[config.mk]
export PLATFORM = sky130hd
export DESIGN_NAME = session_query_dispatcher_flat
export DESIGN_NICKNAME = d
export VERILOG_FILES = /design/src/hdl/sqd_pkg.sv /design/src/hdl/sqd_in_if.sv /design/src/hdl/sqd_out_if.sv /design/src/hdl/sqd_cfg_if.sv /design/src/hdl/session_query_dispatcher.sv /design/src/flat_wrapper.sv
export SDC_FILE = /design/constraint.sdc
export NUM_CORES = 2
export LEC_CHECK = 0
export ABC_CLOCK_PERIOD_IN_PS = 10250
export BUFFER_PORTS_ARGS = -buffer_cell sky130_fd_sc_hd__clkbuf_2
export CAP_MARGIN = 5
export CELL_PAD_IN_SITES_DETAIL_PLACEMENT = 2
export CELL_PAD_IN_SITES_GLOBAL_PLACEMENT = 2
export CORE_ASPECT_RATIO = 1.5
export CORE_MARGIN = 1.5
export CORE_UTILIZATION = 45
export CTS_CLUSTER_SIZE = 14
export DETAILED_ROUTE_END_ITERATION = 6
export PLACE_DENSITY = 0.84
export SLEW_MARGIN = 20
export SYNTH_ARGS = -nofsm -noshare
export SYNTH_HDL_FRONTEND = slang
export SYNTH_SLANG_ARGS = --single-unit
[constraint.sdc]
create_clock -name clk -period 10.25 [get_ports clk]
set_input_delay 0.5125 -clock clk [delete_from_list [all_inputs] [get_ports clk]]
set_output_delay 0.5125 -clock clk [all_outputs]
set_load 0.01 [all_outputs]
[src/hdl/sqd_pkg.sv]
// ----------------------------------------------------------------------------
// sqd_pkg
// Shared types and constants of the session query dispatcher.
// ----------------------------------------------------------------------------
package sqd_pkg;

  localparam int unsigned SID_W      = 16;
  localparam int unsigned LEN_W      = 16;
  localparam int unsigned ENTRY_W    = 4;
  localparam int unsigned WORDS_W    = 10;
  localparam int unsigned VALUES_W   = 14;
  localparam int unsigned PEND_W     = 32;
  localparam int unsigned BYTES_W    = 64;
  localparam int unsigned FPQ_W      = 16;
  localparam int unsigned CFG_IDX_W  = 1;
  localparam int unsigned CFG_DATA_W = 64;

  // bytes per 512-bit word and 32-bit values per word, as shifts
  localparam int unsigned WORD_SHIFT  = 6;
  localparam int unsigned VALUE_SHIFT = 4;

  localparam logic [FPQ_W-1:0] DEFAULT_FPQ = 16'd128;

  typedef logic [1:0] status_t;
  localparam status_t ST_OK        = 2'd0;
  localparam status_t ST_TABLE_FULL = 2'd1;
  localparam status_t ST_FINISHED  = 2'd2;

  typedef logic [CFG_IDX_W-1:0] cfg_idx_t;
  localparam cfg_idx_t REG_EXPECTED_BYTES = 1'd0;
  localparam cfg_idx_t REG_FLOATS_PER_QRY = 1'd1;

endpackage

[src/hdl/sqd_in_if.sv]
// ----------------------------------------------------------------------------
// sqd_in_if
// Header channel: one received packet header per beat.
// ----------------------------------------------------------------------------
interface sqd_in_if;
  logic                      valid;
  logic                      ready;
  logic [sqd_pkg::SID_W-1:0] sid;
  logic [sqd_pkg::LEN_W-1:0] pkt_bytes;

  modport source(output valid, output sid, output pkt_bytes, input ready);
  modport sink(input valid, input sid, input pkt_bytes, output ready);
endinterface

[src/hdl/sqd_out_if.sv]
// ----------------------------------------------------------------------------
// sqd_out_if
// Result channel: one dispatch result per header.
// ----------------------------------------------------------------------------
interface sqd_out_if;
  logic                        valid;
  logic                        ready;
  logic [sqd_pkg::ENTRY_W-1:0] slot_idx;
  logic                        is_new_session;
  logic                        query_ready;
  logic [sqd_pkg::SID_W-1:0]   ready_sid;
  logic [sqd_pkg::WORDS_W-1:0] data_words;
  sqd_pkg::status_t            status;
  logic                        finished;

  modport source(output valid, output slot_idx, output is_new_session,
                 output query_ready, output ready_sid, output data_words,
                 output status, output finished, input ready);
  modport sink(input valid, input slot_idx, input is_new_session,
               input query_ready, input ready_sid, input data_words,
               input status, input finished, output ready);
endinterface

[src/hdl/sqd_cfg_if.sv]
// ----------------------------------------------------------------------------
// sqd_cfg_if
// Configuration write channel: register index and write data.
// ----------------------------------------------------------------------------
interface sqd_cfg_if;
  logic                           valid;
  logic                           ready;
  sqd_pkg::cfg_idx_t              index;
  logic [sqd_pkg::CFG_DATA_W-1:0] data;

  modport source(output valid, output index, output data, input ready);
  modport sink(input valid, input index, input data, output ready);
endinterface

[src/hdl/session_query_dispatcher.sv]
// ----------------------------------------------------------------------------
// session_query_dispatcher
// Session table lookup and allocation, per-session value counting with
// query ready notices, and received byte total with finished flag.
// ----------------------------------------------------------------------------
//  channel   dir  beat
//  in_hdr    in   sid, pkt_bytes
//  out_res   out  entry, new flag, ready notice, word count, status, finished
//  cfg_wr    in   register index, write data (always ready)
//
//  a header passes three steps: accept/compare, slot select and counter
//  read, counter update; the next header is accepted in the update cycle,
//  so a new header overlaps the last one's update unless the update stalls.
//  rst_n is synchronous; the session id table and counter memory are not
//  cleared, counter entries read as zero until first written.
//  a full result register stalls the update cycle until out_res is taken.
// ----------------------------------------------------------------------------
module session_query_dispatcher #(
  parameter int unsigned SESSIONS = 16
) (
  input  logic        clk,
  input  logic        rst_n,
  sqd_in_if.sink      in_hdr,
  sqd_out_if.source   out_res,
  sqd_cfg_if.sink     cfg_wr
);

  localparam int unsigned SLOT_W = (SESSIONS > 1) ? $clog2(SESSIONS) : 1;
  localparam int unsigned CNT_W  = $clog2(SESSIONS + 1);

  localparam logic [1:0] S_IDLE = 2'd0;
  localparam logic [1:0] S_RD   = 2'd1;
  localparam logic [1:0] S_WR   = 2'd2;

  logic [1:0] state_r, state_nxt;

  // configuration
  logic [sqd_pkg::BYTES_W-1:0] exp_bytes_r;
  logic [sqd_pkg::FPQ_W-1:0]   fpq_r;

  // session state
  logic [sqd_pkg::SID_W-1:0]   sid_tab [SESSIONS];
  logic [CNT_W-1:0]            used_r;
  logic [SESSIONS-1:0]         pend_vld_r;
  logic [sqd_pkg::PEND_W-1:0]  pend_mem [SESSIONS];
  logic [sqd_pkg::BYTES_W-1:0] rx_bytes_r;
  logic                        done_r;

  // header in flight
  logic [sqd_pkg::SID_W-1:0]   sid_r;
  logic [sqd_pkg::LEN_W-1:0]   len_r;
  logic [SESSIONS-1:0]         hit_r;
  logic [SLOT_W-1:0]           slot_r;
  logic                        is_new_r;
  sqd_pkg::status_t            status_r;
  logic [sqd_pkg::PEND_W-1:0]  pend_rd_r;
  logic                        pend_rd_vld_r;
  logic [sqd_pkg::BYTES_W-1:0] rx_sum_r;

  // result register
  logic                         out_vld_r;
  logic [sqd_pkg::ENTRY_W-1:0]  o_entry_r;
  logic                         o_new_r;
  logic                         o_qry_r;
  logic [sqd_pkg::SID_W-1:0]    o_sid_r;
  logic [sqd_pkg::WORDS_W-1:0]  o_words_r;
  sqd_pkg::status_t             o_status_r;
  logic                         o_fin_r;

  logic in_acc, out_free, wr_go;
  logic [SESSIONS-1:0] hit_nxt;

  // slot select
  logic                   hit_any;
  logic [SLOT_W-1:0]      hit_slot;
  logic [SLOT_W-1:0]      sel_slot;
  logic                   sel_new;
  sqd_pkg::status_t       sel_status;
  logic [sqd_pkg::BYTES_W:0] rx_add;

  // counter update
  logic [sqd_pkg::WORDS_W-1:0]  words;
  logic [sqd_pkg::VALUES_W-1:0] values;
  logic [sqd_pkg::PEND_W-1:0]   pend_cur;
  logic [sqd_pkg::PEND_W:0]     pend_add;
  logic [sqd_pkg::PEND_W-1:0]   pend_sat;
  logic                         qry_rdy;
  logic [sqd_pkg::PEND_W-1:0]   pend_new;
  logic                         done_nxt;

  assign out_free     = !out_vld_r || out_res.ready;
  assign wr_go        = (state_r == S_WR) && out_free;
  assign in_hdr.ready = (state_r == S_IDLE) || wr_go;
  assign in_acc       = in_hdr.valid && in_hdr.ready;
  assign cfg_wr.ready = 1'b1;

  always_comb begin
    state_nxt = state_r;
    unique case (state_r)
      S_IDLE: if (in_acc) state_nxt = S_RD;
      S_RD:   state_nxt = S_WR;
      S_WR: begin
        if (wr_go) state_nxt = in_acc ? S_RD : S_IDLE;
      end
      default: state_nxt = S_IDLE;
    endcase
  end

  // id compare against slots in use
  always_comb begin
    for (int i = 0; i < SESSIONS; i++) begin
      hit_nxt[i] = (CNT_W'(i) < used_r) && (sid_tab[i] == in_hdr.sid);
    end
  end

  always_comb begin
    hit_any  = |hit_r;
    hit_slot = '0;
    for (int i = SESSIONS - 1; i >= 0; i--) begin
      if (hit_r[i]) hit_slot = SLOT_W'(i);
    end
    sel_slot   = hit_slot;
    sel_new    = 1'b0;
    sel_status = sqd_pkg::ST_OK;
    if (done_r) begin
      sel_status = sqd_pkg::ST_FINISHED;
    end else if (!hit_any) begin
      if (used_r < CNT_W'(SESSIONS)) begin
        sel_slot = SLOT_W'(used_r);
        sel_new  = 1'b1;
      end else begin
        sel_status = sqd_pkg::ST_TABLE_FULL;
      end
    end
    rx_add = {1'b0, rx_bytes_r} + (sqd_pkg::BYTES_W + 1)'(len_r);
  end

  always_comb begin
    words    = len_r[sqd_pkg::LEN_W-1:sqd_pkg::WORD_SHIFT];
    values   = {words, {sqd_pkg::VALUE_SHIFT{1'b0}}};
    pend_cur = pend_rd_vld_r ? pend_rd_r : '0;
    pend_add = {1'b0, pend_cur} + (sqd_pkg::PEND_W + 1)'(values);
    pend_sat = pend_add[sqd_pkg::PEND_W] ? '1 : pend_add[sqd_pkg::PEND_W-1:0];
    qry_rdy  = pend_sat >= sqd_pkg::PEND_W'(fpq_r);
    pend_new = qry_rdy ? (pend_sat - sqd_pkg::PEND_W'(fpq_r)) : pend_sat;
    done_nxt = done_r;
    if (status_r == sqd_pkg::ST_OK && rx_sum_r >= exp_bytes_r) done_nxt = 1'b1;
  end

  // control state
  always_ff @(posedge clk) begin
    if (!rst_n) begin
      state_r     <= S_IDLE;
      exp_bytes_r <= '0;
      fpq_r       <= sqd_pkg::DEFAULT_FPQ;
      used_r      <= '0;
      pend_vld_r  <= '0;
      rx_bytes_r  <= '0;
      done_r      <= 1'b0;
      out_vld_r   <= 1'b0;
    end else begin
      state_r <= state_nxt;
      if (cfg_wr.valid) begin
        unique case (cfg_wr.index)
          sqd_pkg::REG_EXPECTED_BYTES: exp_bytes_r <= cfg_wr.data;
          sqd_pkg::REG_FLOATS_PER_QRY: fpq_r <= cfg_wr.data[sqd_pkg::FPQ_W-1:0];
          default: ;
        endcase
      end
      if (state_r == S_RD && sel_new) used_r <= used_r + 1'b1;
      if (wr_go) begin
        if (status_r == sqd_pkg::ST_OK) begin
          pend_vld_r[slot_r] <= 1'b1;
          rx_bytes_r         <= rx_sum_r;
        end
        done_r <= done_nxt;
      end
      if (wr_go) begin
        out_vld_r <= 1'b1;
      end else if (out_res.ready) begin
        out_vld_r <= 1'b0;
      end
    end
  end

  // id table, counter memory and datapath
  always_ff @(posedge clk) begin
    if (in_acc) begin
      sid_r <= in_hdr.sid;
      len_r <= in_hdr.pkt_bytes;
      hit_r <= hit_nxt;
    end
    if (state_r == S_RD) begin
      if (sel_new) sid_tab[sel_slot] <= sid_r;
      slot_r        <= sel_slot;
      is_new_r      <= sel_new;
      status_r      <= sel_status;
      pend_rd_r     <= pend_mem[sel_slot];
      pend_rd_vld_r <= pend_vld_r[sel_slot];
      rx_sum_r      <= rx_add[sqd_pkg::BYTES_W] ? '1 : rx_add[sqd_pkg::BYTES_W-1:0];
    end
    if (wr_go && status_r == sqd_pkg::ST_OK) pend_mem[slot_r] <= pend_new;
    if (wr_go) begin
      o_entry_r  <= (status_r == sqd_pkg::ST_OK) ? sqd_pkg::ENTRY_W'(slot_r) : '0;
      o_new_r    <= is_new_r;
      o_qry_r    <= (status_r == sqd_pkg::ST_OK) && qry_rdy;
      o_sid_r    <= ((status_r == sqd_pkg::ST_OK) && qry_rdy) ? sid_r : '0;
      o_words_r  <= words;
      o_status_r <= status_r;
      o_fin_r    <= done_nxt;
    end
  end

  assign out_res.valid          = out_vld_r;
  assign out_res.slot_idx       = o_entry_r;
  assign out_res.is_new_session = o_new_r;
  assign out_res.query_ready    = o_qry_r;
  assign out_res.ready_sid      = o_sid_r;
  assign out_res.data_words     = o_words_r;
  assign out_res.status         = o_status_r;
  assign out_res.finished       = o_fin_r;

endmodule
[src/flat_wrapper.sv]
// flat-port wrapper written by rule: the top's interface ports become plain ports
module session_query_dispatcher_flat 
#(
  parameter int unsigned SESSIONS = 16
)
  (clk, rst_n, in_hdr_valid, in_hdr_sid, in_hdr_pkt_bytes, in_hdr_ready, out_res_valid, out_res_slot_idx, out_res_is_new_session, out_res_query_ready, out_res_ready_sid, out_res_data_words, out_res_status, out_res_finished, out_res_ready, cfg_wr_valid, cfg_wr_index, cfg_wr_data, cfg_wr_ready);
  sqd_in_if in_hdr_i ();
  sqd_out_if out_res_i ();
  sqd_cfg_if cfg_wr_i ();
  input  logic clk;
  input  logic rst_n;
  input wire logic [$bits(in_hdr_i.valid)-1:0] in_hdr_valid;
  input wire logic [$bits(in_hdr_i.sid)-1:0] in_hdr_sid;
  input wire logic [$bits(in_hdr_i.pkt_bytes)-1:0] in_hdr_pkt_bytes;
  output wire logic [$bits(in_hdr_i.ready)-1:0] in_hdr_ready;
  output wire logic [$bits(out_res_i.valid)-1:0] out_res_valid;
  output wire logic [$bits(out_res_i.slot_idx)-1:0] out_res_slot_idx;
  output wire logic [$bits(out_res_i.is_new_session)-1:0] out_res_is_new_session;
  output wire logic [$bits(out_res_i.query_ready)-1:0] out_res_query_ready;
  output wire logic [$bits(out_res_i.ready_sid)-1:0] out_res_ready_sid;
  output wire logic [$bits(out_res_i.data_words)-1:0] out_res_data_words;
  output wire logic [$bits(out_res_i.status)-1:0] out_res_status;
  output wire logic [$bits(out_res_i.finished)-1:0] out_res_finished;
  input wire logic [$bits(out_res_i.ready)-1:0] out_res_ready;
  input wire logic [$bits(cfg_wr_i.valid)-1:0] cfg_wr_valid;
  input wire logic [$bits(cfg_wr_i.index)-1:0] cfg_wr_index;
  input wire logic [$bits(cfg_wr_i.data)-1:0] cfg_wr_data;
  output wire logic [$bits(cfg_wr_i.ready)-1:0] cfg_wr_ready;
  assign in_hdr_i.valid = in_hdr_valid;
  assign in_hdr_i.sid = in_hdr_sid;
  assign in_hdr_i.pkt_bytes = in_hdr_pkt_bytes;
  assign in_hdr_ready = in_hdr_i.ready;
  assign out_res_valid = out_res_i.valid;
  assign out_res_slot_idx = out_res_i.slot_idx;
  assign out_res_is_new_session = out_res_i.is_new_session;
  assign out_res_query_ready = out_res_i.query_ready;
  assign out_res_ready_sid = out_res_i.ready_sid;
  assign out_res_data_words = out_res_i.data_words;
  assign out_res_status = out_res_i.status;
  assign out_res_finished = out_res_i.finished;
  assign out_res_i.ready = out_res_ready;
  assign cfg_wr_i.valid = cfg_wr_valid;
  assign cfg_wr_i.index = cfg_wr_index;
  assign cfg_wr_i.data = cfg_wr_data;
  assign cfg_wr_ready = cfg_wr_i.ready;
  session_query_dispatcher #(.SESSIONS(SESSIONS)) u_core (.clk(clk), .rst_n(rst_n), .in_hdr(in_hdr_i), .out_res(out_res_i), .cfg_wr(cfg_wr_i));
endmodule
==> flow_summary.json <==
{
  "areaGrowthSynthToFinish_pct": 12.9,
  "grt_pass1_vias": 35900,
  "synth_flop_cell": "edfxtp_1",
  "htreeDepth": 3,
  "rsz0062_at_grt": "false",
  "muxShareOfSynthArea": 0.0848,
  "synth_most_common_cell": "edfxtp_1",
  "ys_seq_elements": 1124,
  "synth-compound-area-share": 0.0715,
  "clk_latency_ns": 0.76,
  "p_total_w": 0.0103,
  "worstPathMaxFanout": 42,
  "clockRootBuffer": "clkbuf_16",
  "hpwlAfterDp_um": 101000,
  "synth_cell_types": 81,
  "slew_violations": 0,
  "antenna_found_initial": 8,
  "yosys.area_share.xor_xnor": 0.0581,
  "p_per_area_nw_per_um2": 185,
  "fp-row-count": 148,
  "status": "complete, no violations",
  "clk_pin_slew_worst_paths_ns": 0.07,
  "fin_nets": 3967,
  "drc": 0,
  "critPathLaunch": "u_core.pend_rd_vld_r",
  "cts_resized": 0,
  "ir_drop_v": 0.000151,
  "drt_iter0_markers": 2470,
  "synth_nets": 3818,
  "start_kind": "flip-flop",
  "synth_top_cell_area_share": 0.580,
  "final_util": 0.513,
  "fillers": 10100,
  "clockBufferDepth": 3,
  "synth_cells": 3606,
  "r2r_slack_ns": 1.72,
  "setup_violations": 0,
  "fin_tns_setup_ns": 0,
  "worstSetupPathType": "flip-flop to flip-flop",
  "io_buffers": 138,
  "io_pins": 140,
  "dieArea_um2": 112000,
  "grt_pass1_wl_um": 250000,
  "period_minus_slack_ns": 8.53,
  "fp.dieW_um": 274,
  "yosysTopAreaCell": "edfxtp_1",
  "synth_simple_gate_area_share": 0.0851,
  "crit_path_end": "u_core.pend_mem[9][0]",
  "die_h_um": 409,
  "cp-end-kind": "flip-flop",
  "maxCapViolCount": 0,
  "r2r-end": "u_core.pend_mem[9][0]",
  "r2r_start": "u_core.pend_rd_vld_r",
  "max_freq_ghz": 0.117,
  "synth-edff-count": 955,
  "synth.top_cells.by_area": "edfxtp_1 58%, dfxtp_1 6.8%, mux2i_1 5.8%",
  "via_per_inst": 6.16,
  "start_util": 0.455,
  "wl_per_cell_um": 32.7,
  "yosysWarnings": 0,
  "hold_class": "primary input to flip-flop",
  "synth_fa_ha_area_frac": 0.0283,
  "fin_skew_ns": 0.0383,
  "hold_viol_final": 0,
  "finalCritPeriodShare": 0.832,
  "required_ns": 10.68,
  "num_vias": 32500,
  "synth_area_per_cell_um2": 13.7,
  "synth_top_family_by_area": "simple AND/OR/NAND/NOR gates",
  "ys_seq_area_frac": 0.649,
  "async_flop_share": 0,
  "place_congestion": 0.831,
  "synth_area_um2": 49400,
  "dr.pass1.iters": 6,
  "clock-sinks": 1124,
  "rr_worst_depth": 18,
  "totalWireLength_um": 173000,
  "drive_gt1_frac": 0.132,
  "grt_max_degree": 102,
  "tightest_slew_ns": 1.30,
  "max_slew_margin": 0.133,
  "cp_data_arrival_time_ns": 8.96,
  "cts_tree": "built",
  "synth_commonest_cells": "955 x edfxtp_1, 428 x nand2_1, 286 x mux2i_1",
  "leakagePower_nw": 19.4,
  "grt_overflow": 0,
  "core_um2": 109000,
  "ant_nets": 0,
  "cts-buffers-inserted": 109,
  "groute.usage.overall": 0.307
}
-- worst max-delay path: stages, from the launching register on --
cell	delay (ns)
edfxtp_1	0.45
buf_4	0.45
and2_1	0.21
ha_1	0.33
a21o_1	0.26
a221oi_1	0.38
o21ai_1	0.31
nand2_1	0.74
nand2_1	0.26
fa_1	0.51
a21o_1	0.18
a21oi_1	0.32
o21ba_2	0.22
o31ai_1	0.16
a21oi_1	0.38
nand3_1	0.31
nor3b_4	0.82
nand2_2	0.88
mux2i_2	0.96
-- metrics by stage --
step | setup WS, ns | cell area [um^2] | std cells | hold slack (ns)
after floorplan | 2.32 | 49400 | 3606 | 0.400
after global placement | 2.40 | 51900 | 5054 | 0.405
after detailed placement | 1.78 | 51900 | 5054 | 0.453
after CTS | 1.63 | 55700 | 5269 | 0.000576
after global routing | 1.44 | 55800 | 5272 | 0.0155
final | 1.72 | 55800 | 5272 | 0.0229
-- cell families (layout without fill, tap and decap cells) --
group | after synthesis | in the layout
AOI/OAI and AO/OA | 498 | 498
xor gates and xnor gates | 328 | 328
adders and majority gates | 110 | 110
buffers and inverters | 299 | 539
DFF | 1124 | 1124
muxes | 371 | 371
other | 1 | 2
and+or+nand+nor | 875 | 875
-- per-layer routing --
layer | global-route usage | vias up | wire length (um)
li1 | - | 13700 | -
met1 | 0.357 | 16900 | 64700
met2 | 0.550 | 1374 | 89500
met3 | 0.0382 | 479 | 8710
met4 | 0.160 | 6 | 9660
met5 | 0 | - | 37
-- placed cells by master, fill, tap and decap left out, drive strengths merged, types with 107 or more instances in the layout --
cell type  count
inv          126
nand2        429
xnor2        133
dfxtp        169
mux2i        286
a21boi       147
clkbuf       273
xor2         195
ha           107
edfxtp       955
-- sequential cells by signal, indices dropped and copies added (netlist names), 10 cells and up --
signal                     cells
u_core.exp_bytes_r            64
u_core.fpq_r                  16
u_core.hit_r                  16
u_core.len_r                  16
u_core.out_res.data_words     10
u_core.out_res.ready_sid      16
u_core.pend_mem              512
u_core.pend_rd_r              32
u_core.pend_vld_r             16
u_core.rx_bytes_r             64
u_core.rx_sum_r               64
u_core.sid_r                  16
u_core.sid_tab               256
-- where the power goes --
part           switching, W  internal, W  leakage (nW)
clock               0.00188      0.00237          1.76
combinational      0.000583     0.000276          7.56
sequential        0.0000758      0.00514          10.1
total               0.00254      0.00779          19.4
-- worst min path at each step --
stage / start / end / cells past startpoint / slack, ns
after CTS: in_hdr_pkt_bytes[9] / u_core.len_r[9] / 1 / 0.0006
final: cfg_wr_data[17] / u_core.exp_bytes_r[17] / 3 / 0.02
after global routing: in_hdr_pkt_bytes[6] / u_core.len_r[6] / 1 / 0.02
after global placement: u_core.is_new_r / u_core.out_res.is_new_session / 0 / 0.40
after detailed placement: u_core.is_new_r / u_core.out_res.is_new_session / 0 / 0.45
after floorplan: u_core.is_new_r / u_core.out_res.is_new_session / 0 / 0.40
-- cell type report --
class,count,area [um^2],share of cell area
sequential,1124,32100,0.575
multi-input combinational,2183,16600,0.297
clock buffer,136,2880,0.0516
tap,1425,1780,0.0319
timing repair buffer,212,1300,0.0232
clock inverter,66,738,0.0132
inverter,125,477,0.00854
antenna,1,2.50,0.0000448
-- repair_timing --
action / 4_1_cts / 5_1_grt
buffers inserted: 0 / 0
endpoints found under the hold margin: 13 / 0
hold buffers: 13 / 0
(Power assumes the default switching activity.)
